==> src/hdl/consistent_hash_ring_lookup_assert.svh <==
// assertion macros for the hash ring lookup
// no dependencies; included by the top level
`ifndef CONSISTENT_HASH_RING_LOOKUP_ASSERT_SVH
`define CONSISTENT_HASH_RING_LOOKUP_ASSERT_SVH

// same-cycle implication
`define CHRL_ASSERT_IMP(name, clk, rstn, ante, cons) \
    name: assert property (@(posedge clk) disable iff (!rstn) (ante) |-> (cons)) \
        else $error("chrl assertion failed");

// next-cycle implication
`define CHRL_ASSERT_NXT(name, clk, rstn, ante, cons) \
    name: assert property (@(posedge clk) disable iff (!rstn) (ante) |=> (cons)) \
        else $error("chrl assertion failed");

`endif

==> src/hdl/chrl_pkg.sv <==
// shared types and constants for the hash ring lookup
// no dependencies
package chrl_pkg;

    localparam int unsigned MAX_POINTS_DEF = 1024;
    localparam int unsigned POS_W          = 32;
    localparam int unsigned SRV_W          = 4;
    localparam int unsigned MODE_W         = 2;
    localparam int unsigned STATUS_W       = 2;

    localparam logic [MODE_W-1:0] MODE_INSERT = 2'd0;
    localparam logic [MODE_W-1:0] MODE_LOOKUP = 2'd1;
    localparam logic [MODE_W-1:0] MODE_CLEAR  = 2'd2;

    localparam logic [STATUS_W-1:0] ST_OK    = 2'd0;
    localparam logic [STATUS_W-1:0] ST_DUP   = 2'd1;
    localparam logic [STATUS_W-1:0] ST_FULL  = 2'd2;
    localparam logic [STATUS_W-1:0] ST_EMPTY = 2'd3;

    typedef struct packed {
        logic             valid;
        logic [POS_W-1:0] position;
        logic [SRV_W-1:0] server;
    } chrl_point_t;

    typedef struct packed {
        logic insert;
        logic clear;
    } chrl_cmd_t;

    typedef struct packed {
        logic             ge;
        logic             eq;
        logic [SRV_W-1:0] server;
    } chrl_leaf_t;

endpackage

==> src/hdl/chrl_cell.sv <==
// one ring cell: holds a point, compares it with the key, shifts on insert
// depends on chrl_pkg
module chrl_cell (
    input  logic                       aclk,
    input  logic                       aresetn,
    input  logic [chrl_pkg::POS_W-1:0] key,
    input  logic [chrl_pkg::SRV_W-1:0] new_server,
    input  chrl_pkg::chrl_cmd_t        cmd,
    input  chrl_pkg::chrl_point_t      left_point,
    input  logic                       left_ge,
    output chrl_pkg::chrl_point_t      point,
    output logic                       ge,
    output chrl_pkg::chrl_leaf_t       leaf
);

    logic                       valid_reg;
    logic [chrl_pkg::POS_W-1:0] position_reg;
    logic [chrl_pkg::SRV_W-1:0] server_reg;
    logic                       hit;
    logic                       take_new;

    assign ge       = valid_reg && (position_reg >= key);
    assign hit      = ge && !left_ge;
    assign take_new = ge || (!valid_reg && left_point.valid);

    assign point.valid    = valid_reg;
    assign point.position = position_reg;
    assign point.server   = server_reg;

    assign leaf.ge     = ge;
    assign leaf.eq     = valid_reg && (position_reg == key);
    assign leaf.server = hit ? server_reg : '0;

    always_ff @(posedge aclk) begin
        if (!aresetn) begin
            valid_reg <= 1'b0;
        end else if (cmd.clear) begin
            valid_reg <= 1'b0;
        end else if (cmd.insert && (left_ge || take_new)) begin
            valid_reg <= 1'b1;
        end
    end

    always_ff @(posedge aclk) begin
        if (cmd.insert) begin
            if (left_ge) begin
                position_reg <= left_point.position;
                server_reg   <= left_point.server;
            end else if (take_new) begin
                position_reg <= key;
                server_reg   <= new_server;
            end
        end
    end

endmodule

==> config.mk <==
export PLATFORM = sky130hd
export DESIGN_NAME = chrl_cell
export DESIGN_NICKNAME = d
export VERILOG_FILES = /design/src/hdl/consistent_hash_ring_lookup_assert.svh /design/src/hdl/chrl_pkg.sv /design/src/hdl/chrl_cell.sv
export SDC_FILE = /design/constraint.sdc
export NUM_CORES = 1
export LEC_CHECK = 0
export BUFFER_PORTS_ARGS = -buffer_cell sky130_fd_sc_hd__clkbuf_2
export CAP_MARGIN = 20
export CORE_MARGIN = 2
export CORE_UTILIZATION = 50
export DETAILED_ROUTE_END_ITERATION = 10
export GPL_TIMING_DRIVEN = 0
export PLACE_DENSITY = 0.95
export SETUP_SLACK_MARGIN = 0.2
export SYNTH_ARGS = -nofsm -noshare
export SYNTH_HDL_FRONTEND = slang
export SYNTH_SLANG_ARGS = --single-unit
==> constraint.sdc <==
create_clock -name aclk -period 5.01 [get_ports aclk]
set_input_delay 0.7515 -clock aclk [delete_from_list [all_inputs] [get_ports aclk]]
set_output_delay 0.7515 -clock aclk [all_outputs]
set_load 0.005 [all_outputs]
==> results of run 1 <==
==> kinds of logic after synthesis <==
family | synth area share, %
adder cells (fa/ha/maj) | 16.37
flip-flops | 45.01
AND/OR/NAND/NOR | 12.79
buffers and inverters | 7.366
AO/OA/AOI/OAI | 16.16
multiplexers | 2.302
==> metrics by stage <==
stage | setup slack [ns] | total power (uW) | cells | cell area (sq um)
2_1_floorplan | 1.344 | 479.1 | 250 | 2446
3_3_place_gp | 0.7697 | 549.8 | 437 | 3131
3_5_place_dp | 1.359 | 564.3 | 438 | 3169
4_1_cts | 1.349 | 758.5 | 445 | 3246
5_1_grt | 1.087 | 792.6 | 445 | 3246
6_report | 1.317 | 752.6 | 445 | 3246
==> critical path, delay by kind of cell <==
family	cells	cell delay (ns)
AO/OA/AOI/OAI	3	1.07
adder cells (fa/ha/maj)	1	0.31
buffers and inverters	4	0.40
AND/OR/NAND/NOR	2	0.40
==> worst min-delay path by stage <==
stage / end / slack [ns] / cells past startpoint
CTS: valid_reg / 0.61 / 2
finish: valid_reg / 0.62 / 2
global route: valid_reg / 0.62 / 2
global placement: valid_reg / 0.67 / 3
detailed placement: valid_reg / 0.68 / 3
floorplan: valid_reg / 0.63 / 3
==> area by class of cell <==
type,count,area [sq um]
fillers,377,1478
multi-input cells,168,1176
flip-flops and latches,37,1101
repair buffers,121,628.1
inverters,34,127.6
well taps,67,83.83
clock buffers,6,72.57
plain buffers,11,52.55
clock inverters,1,3.754
==> routing by layer <==
| metal | global-route usage, % | wire, um |
|---|---|---|
| met3 | 3.930 | 351 |
| met5 | 0 | 0 |
| met2 | 40.87 | 3066 |
| met4 | 9.293 | 113 |
| met1 | 28.03 | 2646 |
==> layout by cell type, fill, tap and decap left out, types with 2 or more instances in the layout <==
master / netlist / routed
a21oi_1: 15 / 15
a21o_1: 5 / 5
clkbuf_2: 0 / 120
clkbuf_8: 0 / 5
nor3_1: 4 / 4
o21a_1: 2 / 2
nor2_1: 4 / 4
nand2_1: 38 / 38
o31ai_1: 2 / 2
o21ai_0: 33 / 33
ha_1: 32 / 32
inv_1: 34 / 34
nand4_1: 5 / 5
clkbuf_1: 8 / 9
mux2_2: 5 / 5
edfxtp_1: 36 / 36
buf_4: 3 / 3
and4_1: 3 / 3
nand3_1: 5 / 5
==> power groups by stage <==
stage	clock network, uW	registers, uW	logic [uW]
after detailed placement	0	388	176
after global placement	0	388	162
after floorplan	0	388	90.6
final	195	381	176
after global routing	210	384	199
after CTS	200	381	177
==> flow_summary.yaml, run 1 <==
die:
  core_area_sq_um: 4723
  ioPinCount: 122
  start_util_pct: 51.79
  dieArea_sq_um: 5468
  dieWidth_um: 73.95
  rows: 25
  die_y_um: 73.95
job:
  cap_violations: 0
sta:
  post-route-min-period_ns: 3.693
  fin_crit_sh_pct: 73.72
  hold_slack_ns: 0.6165
  fin_skew_ns: 0.006514
  relSlewSlack_pct: 37.91
  drv_slew: 0
  worstMarginPinSlew_ns: 0.9235
  setup_tns_ns: 0
  setup_viol: 0
  grt_setup_unrepaired: "no"
  max_freq_mhz: 270.8
  finalHoldViolCount: 0
pwr:
  pwr-share-clk_pct: 25.9
  p_leak_uw: 0.001637
  peakVddDrop_mv: 0.1598
  p_switching_uw: 207.0
  power_density_nw_per_um2: 231.9
  p_sw_share_pct: 27.50
  internal-power_uw: 545.6
  comb_power_share_pct: 23.4
  p_seq_share_pct: 50.7
clock_network:
  cts_resized: 0
  cts_buffers: 5
  clock_sinks: 37
  path_clk_slew_ns: 0.07
  clock_latency_ns: 0.29
  cts_tree: "built"
  clockRootBuffer: "clkbuf_8"
  htree_num_levels: 2
  cts_hold_buf: 0
  post_cts_buffers: 0
  clockBufferDepth: 2
logic_synthesis:
  synth_top_cell_by_area: "edfxtp_1"
  synth_area_leaders: "edfxtp_1 44%, ha_1 16%, o21ai_0 6.8%"
  synth_enable_flop_cells: 36
  synth.avg_cell_area_sq_um: 9.784
  ys_seq_area_share_pct: 45.01
  synth_seq_cells: 37
  synthArstFlopShare_pct: 0
  ys.flop_type: "edfxtp_1"
  synth_warnings: 0
  netlist_instances: 250
  synthTopCellsByCount: "38 x nand2_1, 36 x edfxtp_1, 34 x inv_1"
  synth_top_cell_area_share_pct: 44.19
  synth_most_common_cell: "nand2_1"
  synthDistinctLibCells: 33
  synth_fp_nets: 360
  synthesis.area_sq_um: 2446
layout:
  drive_gt1_share_pct: 36.51
  n_antenna_cell: 0
  post-route-util_pct: 68.72
  largest_reg_flops: 32
  nNetsFinal: 488
  area_growth_pct: 32.69
min_path:
  min-delay-start: "cmd[0]"
  hold_path.class: "primary input to register"
critical_path:
  crit_slowest_cell: "o31ai_1"
  r2r_end: "position_reg[18]"
  crit_required_ns: 4.26
  startpoint: "key[14]"
  cp_max_fo: 6
  cp_cell_sequence: "clkbuf_2 > inv_1 > ha_1 > and4_1 > nand2_1 > o2bb2ai_1 > o31ai_1 > a21boi_1 > buf_4 > clkbuf_2"
  cpPeakStageDelay_ns: 0.76
  worstRegToRegCells: 7
  end_kind: "output pin"
  crit_top_cell: "clkbuf_2"
  timing.rr.start: "position_reg[29]"
  crit_type: "primary input to output pin"
  r2r_slack_ns: 1.79
  start_kind: "primary input"
  worstPathArrival_ns: 2.94
  critPathCapture: "leaf[5]"
global_routing:
  antenna_found_initial: 0
  first_global_vias: 2252
  grt_overflow: 0
  grt_max_degree: 20
  grt_usage_pct: 23.13
  grt_pass1_wl_mm: 9.673
place:
  gp_congestion: 0.8337
  portBuffers: 120
  dp_hpwl_mm: 5.043
detailed_routing:
  ant_nets: 0
  avgRoutedWirePerCell_um: 13.88
  vias: 2314
  drt_wl_total_mm: 6.178
  drt-pass1-iter-count: 4
  drt_iter0_markers: 137
  remaining_drc_errors: 0
  via_per_inst: 5.200
status:
  outcome: "complete, no violations"
No activity file was read; power rests on OpenSTA's default activity.
==> run 2: changes to the inputs <==
--- a/config.mk
+++ b/config.mk
@@ -8,10 +8,10 @@
 export BUFFER_PORTS_ARGS = -buffer_cell sky130_fd_sc_hd__clkbuf_2
 export CAP_MARGIN = 20
 export CORE_MARGIN = 2
-export CORE_UTILIZATION = 50
+export CORE_UTILIZATION = 46
 export DETAILED_ROUTE_END_ITERATION = 10
 export GPL_TIMING_DRIVEN = 0
-export PLACE_DENSITY = 0.95
+export PLACE_DENSITY = 0.89
 export SETUP_SLACK_MARGIN = 0.2
 export SYNTH_ARGS = -nofsm -noshare
 export SYNTH_HDL_FRONTEND = slang
==> constraint.sdc (replaced) <==
create_clock -name aclk -period 3.8 [get_ports aclk]
set_input_delay 0.57 -clock aclk [delete_from_list [all_inputs] [get_ports aclk]]
set_output_delay 0.57 -clock aclk [all_outputs]
set_load 0.005 [all_outputs]
==> flow_summary.yaml, run 2 (synthesis results as in run 1) <==
critical_path:
  worstRegToRegCells: 7
  end_kind: "output pin"
  start_kind: "primary input"
  crit_required_ns: 3.23
  cp_max_fo: 6
  crit_type: "primary input to output pin"
  worstPathArrival_ns: 2.79
place:
  pre_cts_ws_ns: 0.3502
  dp_hpwl_mm: 5.054
  gp_congestion: 0.8164
  portBuffers: 120
die:
  ioPinCount: 122
  die_y_um: 76.92
  dieWidth_um: 76.92
  dieArea_sq_um: 5917
  start_util_pct: 47.89
  core_area_sq_um: 5107
  rows: 26
pwr:
  power_density_nw_per_um2: 307.0
  peakVddDrop_mv: 0.2163
  p_leak_uw: 0.001641
  p_total_uw: 999.0
clock_network:
  clockRootBuffer: "clkbuf_8"
  clockBufferDepth: 2
  htree_num_levels: 2
  path_clk_slew_ns: 0.08
  clock_sinks: 37
  cts_hold_buf: 0
  post_cts_buffers: 0
  clock_latency_ns: 0.29
  cts_buffers: 5
  cts_tree: "built"
  cts_resized: 0
global_routing:
  grt_overflow: 0
  antenna_found_initial: 0
  grt_usage_pct: 22.21
  grt_max_degree: 20
  grt_pass1_wl_mm: 10.52
  first_global_vias: 2343
sta:
  grt_setup_unrepaired: "no"
  worstMarginPinSlew_ns: 0.9661
  fin_skew_ns: 0.009345
  post-route-min-period_ns: 3.355
  drv_slew: 0
  setup_tns_ns: 0
  relSlewSlack_pct: 35.04
  finalHoldViolCount: 0
  fin_ws_ns: 0.4448
  setup_viol: 0
  fin_crit_sh_pct: 88.30
  max_freq_mhz: 298.0
layout:
  largest_reg_flops: 32
  n_antenna_cell: 0
  drive_gt1_share_pct: 36.68
  area_growth_pct: 33.04
  layout_common_cells: "120 x clkbuf_2, 38 x nand2_1, 36 x edfxtp_1"
  nNetsFinal: 488
  post-route-util_pct: 63.72
  final_common_cell: "clkbuf_2"
detailed_routing:
  vias: 2319
  ant_nets: 0
  drt_wl_total_mm: 6.210
  drt_iter0_markers: 139
  via_per_inst: 5.165
  remaining_drc_errors: 0
  avgRoutedWirePerCell_um: 13.83
  drt-pass1-iter-count: 4
min_path:
  min_delay_path_depth: 2
  hold_path.class: "primary input to register"
status:
  outcome: "complete, no violations"
job:
  cap_violations: 0
==> run 2: cell types whose count changed in the layout (fill, tap and decap cells not counted) <==
| cell | change |
|---|---|
| clkinv_2 | +1 |
| clkbuf_1 | -1 |
| clkinv_1 | +1 |
==> run 2: per-layer routing <==
layer  share of wire [%]  GRT usage [%]
met1                  43          28.09
met2                  49          37.98
met3                 6.7          4.588
met4                 1.3          7.091
met5                   0              0
==> run 2: critical path, cell delays in order <==
cell and delay (ns):
clkbuf_2 0.08, inv_1 0.04, ha_1 0.31, and4_1 0.24
nand2_1 0.16, o2bb2ai_1 0.11, o31ai_1 0.78, a21boi_1 0.20
buf_4 0.19, clkbuf_2 0.10
==> run 2: final cells by class <==
class,count,area (sq um)
clock buffers,5,68.82
inverters,34,127.6
flip-flops and latches,37,1101
clock inverters,3,12.51
well taps,70,87.58
repair buffers,121,628.1
multi-input cells,168,1176
fillers,459,1853
plain buffers,11,52.55
==> run 2: final timing paths <==
path                       to             start  slack (ns)
min reg2reg         valid_reg         valid_reg        0.69
max                   leaf[5]           key[14]        0.44
min                 valid_reg            cmd[0]        0.43
max reg2reg  position_reg[18]  position_reg[29]        0.66
==> run 2: through the flow <==
stage               hold slack, ns  instance area (sq um)  std cells
floorplan                   0.6262                   2446        250
global placement            0.6750                   3134        440
detailed placement          0.6715                   3173        441
CTS                         0.4277                   3254        449
global route                0.4418                   3254        449
finish                      0.4295                   3254        449
==> run 2: power breakdown <==
part,internal [uW],switching (uW)
logic,109,121
registers,486,16.1
clock network,124,143
==> run 3: changes to the inputs <==
--- a/config.mk
+++ b/config.mk
@@ -6,12 +6,11 @@
 export NUM_CORES = 1
 export LEC_CHECK = 0
 export BUFFER_PORTS_ARGS = -buffer_cell sky130_fd_sc_hd__clkbuf_2
-export CAP_MARGIN = 20
 export CORE_MARGIN = 2
-export CORE_UTILIZATION = 46
+export CORE_UTILIZATION = 45
 export DETAILED_ROUTE_END_ITERATION = 10
 export GPL_TIMING_DRIVEN = 0
-export PLACE_DENSITY = 0.89
+export PLACE_DENSITY = 0.88
 export SETUP_SLACK_MARGIN = 0.2
 export SYNTH_ARGS = -nofsm -noshare
 export SYNTH_HDL_FRONTEND = slang
==> flow_summary.yaml, run 3 (synthesis results as in run 1) <==
status:
  outcome: "complete, no violations"
critical_path:
  cpPeakStageDelay_ns: 0.73
  crit_required_ns: 3.23
  crit_type: "primary input to output pin"
  cp_cell_sequence: "clkbuf_2 > inv_1 > ha_1 > and4_1 > nand2_1 > o2bb2ai_1 > o31ai_1 > a21boi_1 > buf_4 > clkbuf_2"
  r2r_slack_ns: 0.63
  critPathBufInv: 4
  crit_top_cell: "clkbuf_2"
  worstPathArrival_ns: 2.72
  crit_slowest_cell: "o31ai_1"
  end_kind: "output pin"
  cp_max_fo: 6
  start_kind: "primary input"
  cp_top_family: "compound AO/OA/AOI/OAI gates"
place:
  placed_area_sq_um: 3173
  dp_hpwl_mm: 4.930
  portBuffers: 120
  pre_cts_ws_ns: 0.3277
  gp_congestion: 0.8148
detailed_routing:
  vias: 2296
  drt_iter0_markers: 139
  ant_nets: 0
  remaining_drc_errors: 0
  drt_wl_total_mm: 6.063
  drt-pass1-iter-count: 7
  avgRoutedWirePerCell_um: 13.50
  via_per_inst: 5.114
job:
  cap_violations: 0
min_path:
  hold_path.class: "primary input to register"
layout:
  multi_input_area_sq_um: 1176
  fin_area_sq_um: 3279
  n_antenna_cell: 0
  ff_latch_area_sq_um: 1101
  drive_gt1_share_pct: 36.68
  largest_reg_flops: 32
  layout_common_cells: "120 x clkbuf_2, 38 x nand2_1, 36 x edfxtp_1"
  final_common_cell: "clkbuf_2"
  nNetsFinal: 488
  area_growth_pct: 34.07
  n_fill_cell: 441
clock_network:
  clock_latency_ns: 0.29
  cts_buffers: 5
  clockRootBuffer: "clkbuf_8"
  cts_hold_buf: 0
  cts_resized: 0
  path_clk_slew_ns: 0.08
  htree_num_levels: 2
  post_cts_buffers: 0
  clockBufferDepth: 2
  cts_tree: "built"
  clock_sinks: 37
sta:
  fin_crit_sh_pct: 86.63
  setup_viol: 0
  grt_setup_unrepaired: "no"
  max_freq_mhz: 303.8
  drv_slew: 0
  finalHoldViolCount: 0
  setup_tns_ns: 0
  fin_skew_ns: 0.006526
  fin_ws_ns: 0.5080
  worstMarginPinSlew_ns: 0.8883
  post-route-min-period_ns: 3.292
  relSlewSlack_pct: 40.27
pwr:
  power_density_nw_per_um2: 325.2
  p_leak_uw: 0.001651
  peakVddDrop_mv: 0.1805
die:
  dieArea_sq_um: 6041
  dieWidth_um: 77.73
  ioPinCount: 122
  start_util_pct: 47.29
  rows: 26
  die_y_um: 77.73
  core_area_sq_um: 5172
global_routing:
  antenna_found_initial: 0
  grt_usage_pct: 20.97
  grt_max_degree: 20
  grt_overflow: 0
  first_global_vias: 2367
  grt_pass1_wl_mm: 10.08
## run 3: layer usage
metal	vias up	global-route usage [%]	part of all wire [%]
met5	-	0	0
met4	0	4.643	0.82
met3	7	4.884	6.7
met2	103	36.98	49
met1	1040	26.02	43
li1	1146	-	-
## run 3: layout make-up
type	instances	share of cell area, %
buffer	11	1.602
clock buffer	6	2.213
clock inverter	2	1.030
inverter	34	3.892
multi-input combinational	168	35.86
sequential	37	33.58
tap	70	2.671
timing repair buffer	121	19.15
## run 3: path summary, 6_finish.rpt
| check | startpoint | endpoint | depth (start not counted) |
|---|---|---|---|
| hold reg to reg | valid_reg | valid_reg | 3 |
| setup reg to reg | position_reg[29] | position_reg[16] | 7 |
| setup / recovery | key[14] | leaf[5] | 10 |
| hold / removal | cmd[0] | valid_reg | 2 |
## run 3: through the flow
stage / cells / power (uW) / hold slack, ns / utilization [%]
finish: 449 / 1066 / 0.4321 / 63.40
global route: 449 / 1124 / 0.4394 / 63.40
CTS: 449 / 1072 / 0.4273 / 63.40
detailed placement: 441 / 742.2 / 0.6892 / 61.34
global placement: 440 / 726.3 / 0.6772 / 60.60
floorplan: 250 / 631.6 / 0.6262 / -
## run 3: power by group
| group | leakage [uW] | switching (uW) | internal [uW] |
|---|---|---|---|
| Sequential | 0.000357 | 15.9 | 486 |
| Combinational | 0.00124 | 121 | 109 |
| Clock | 0.0000528 | 141 | 194 |
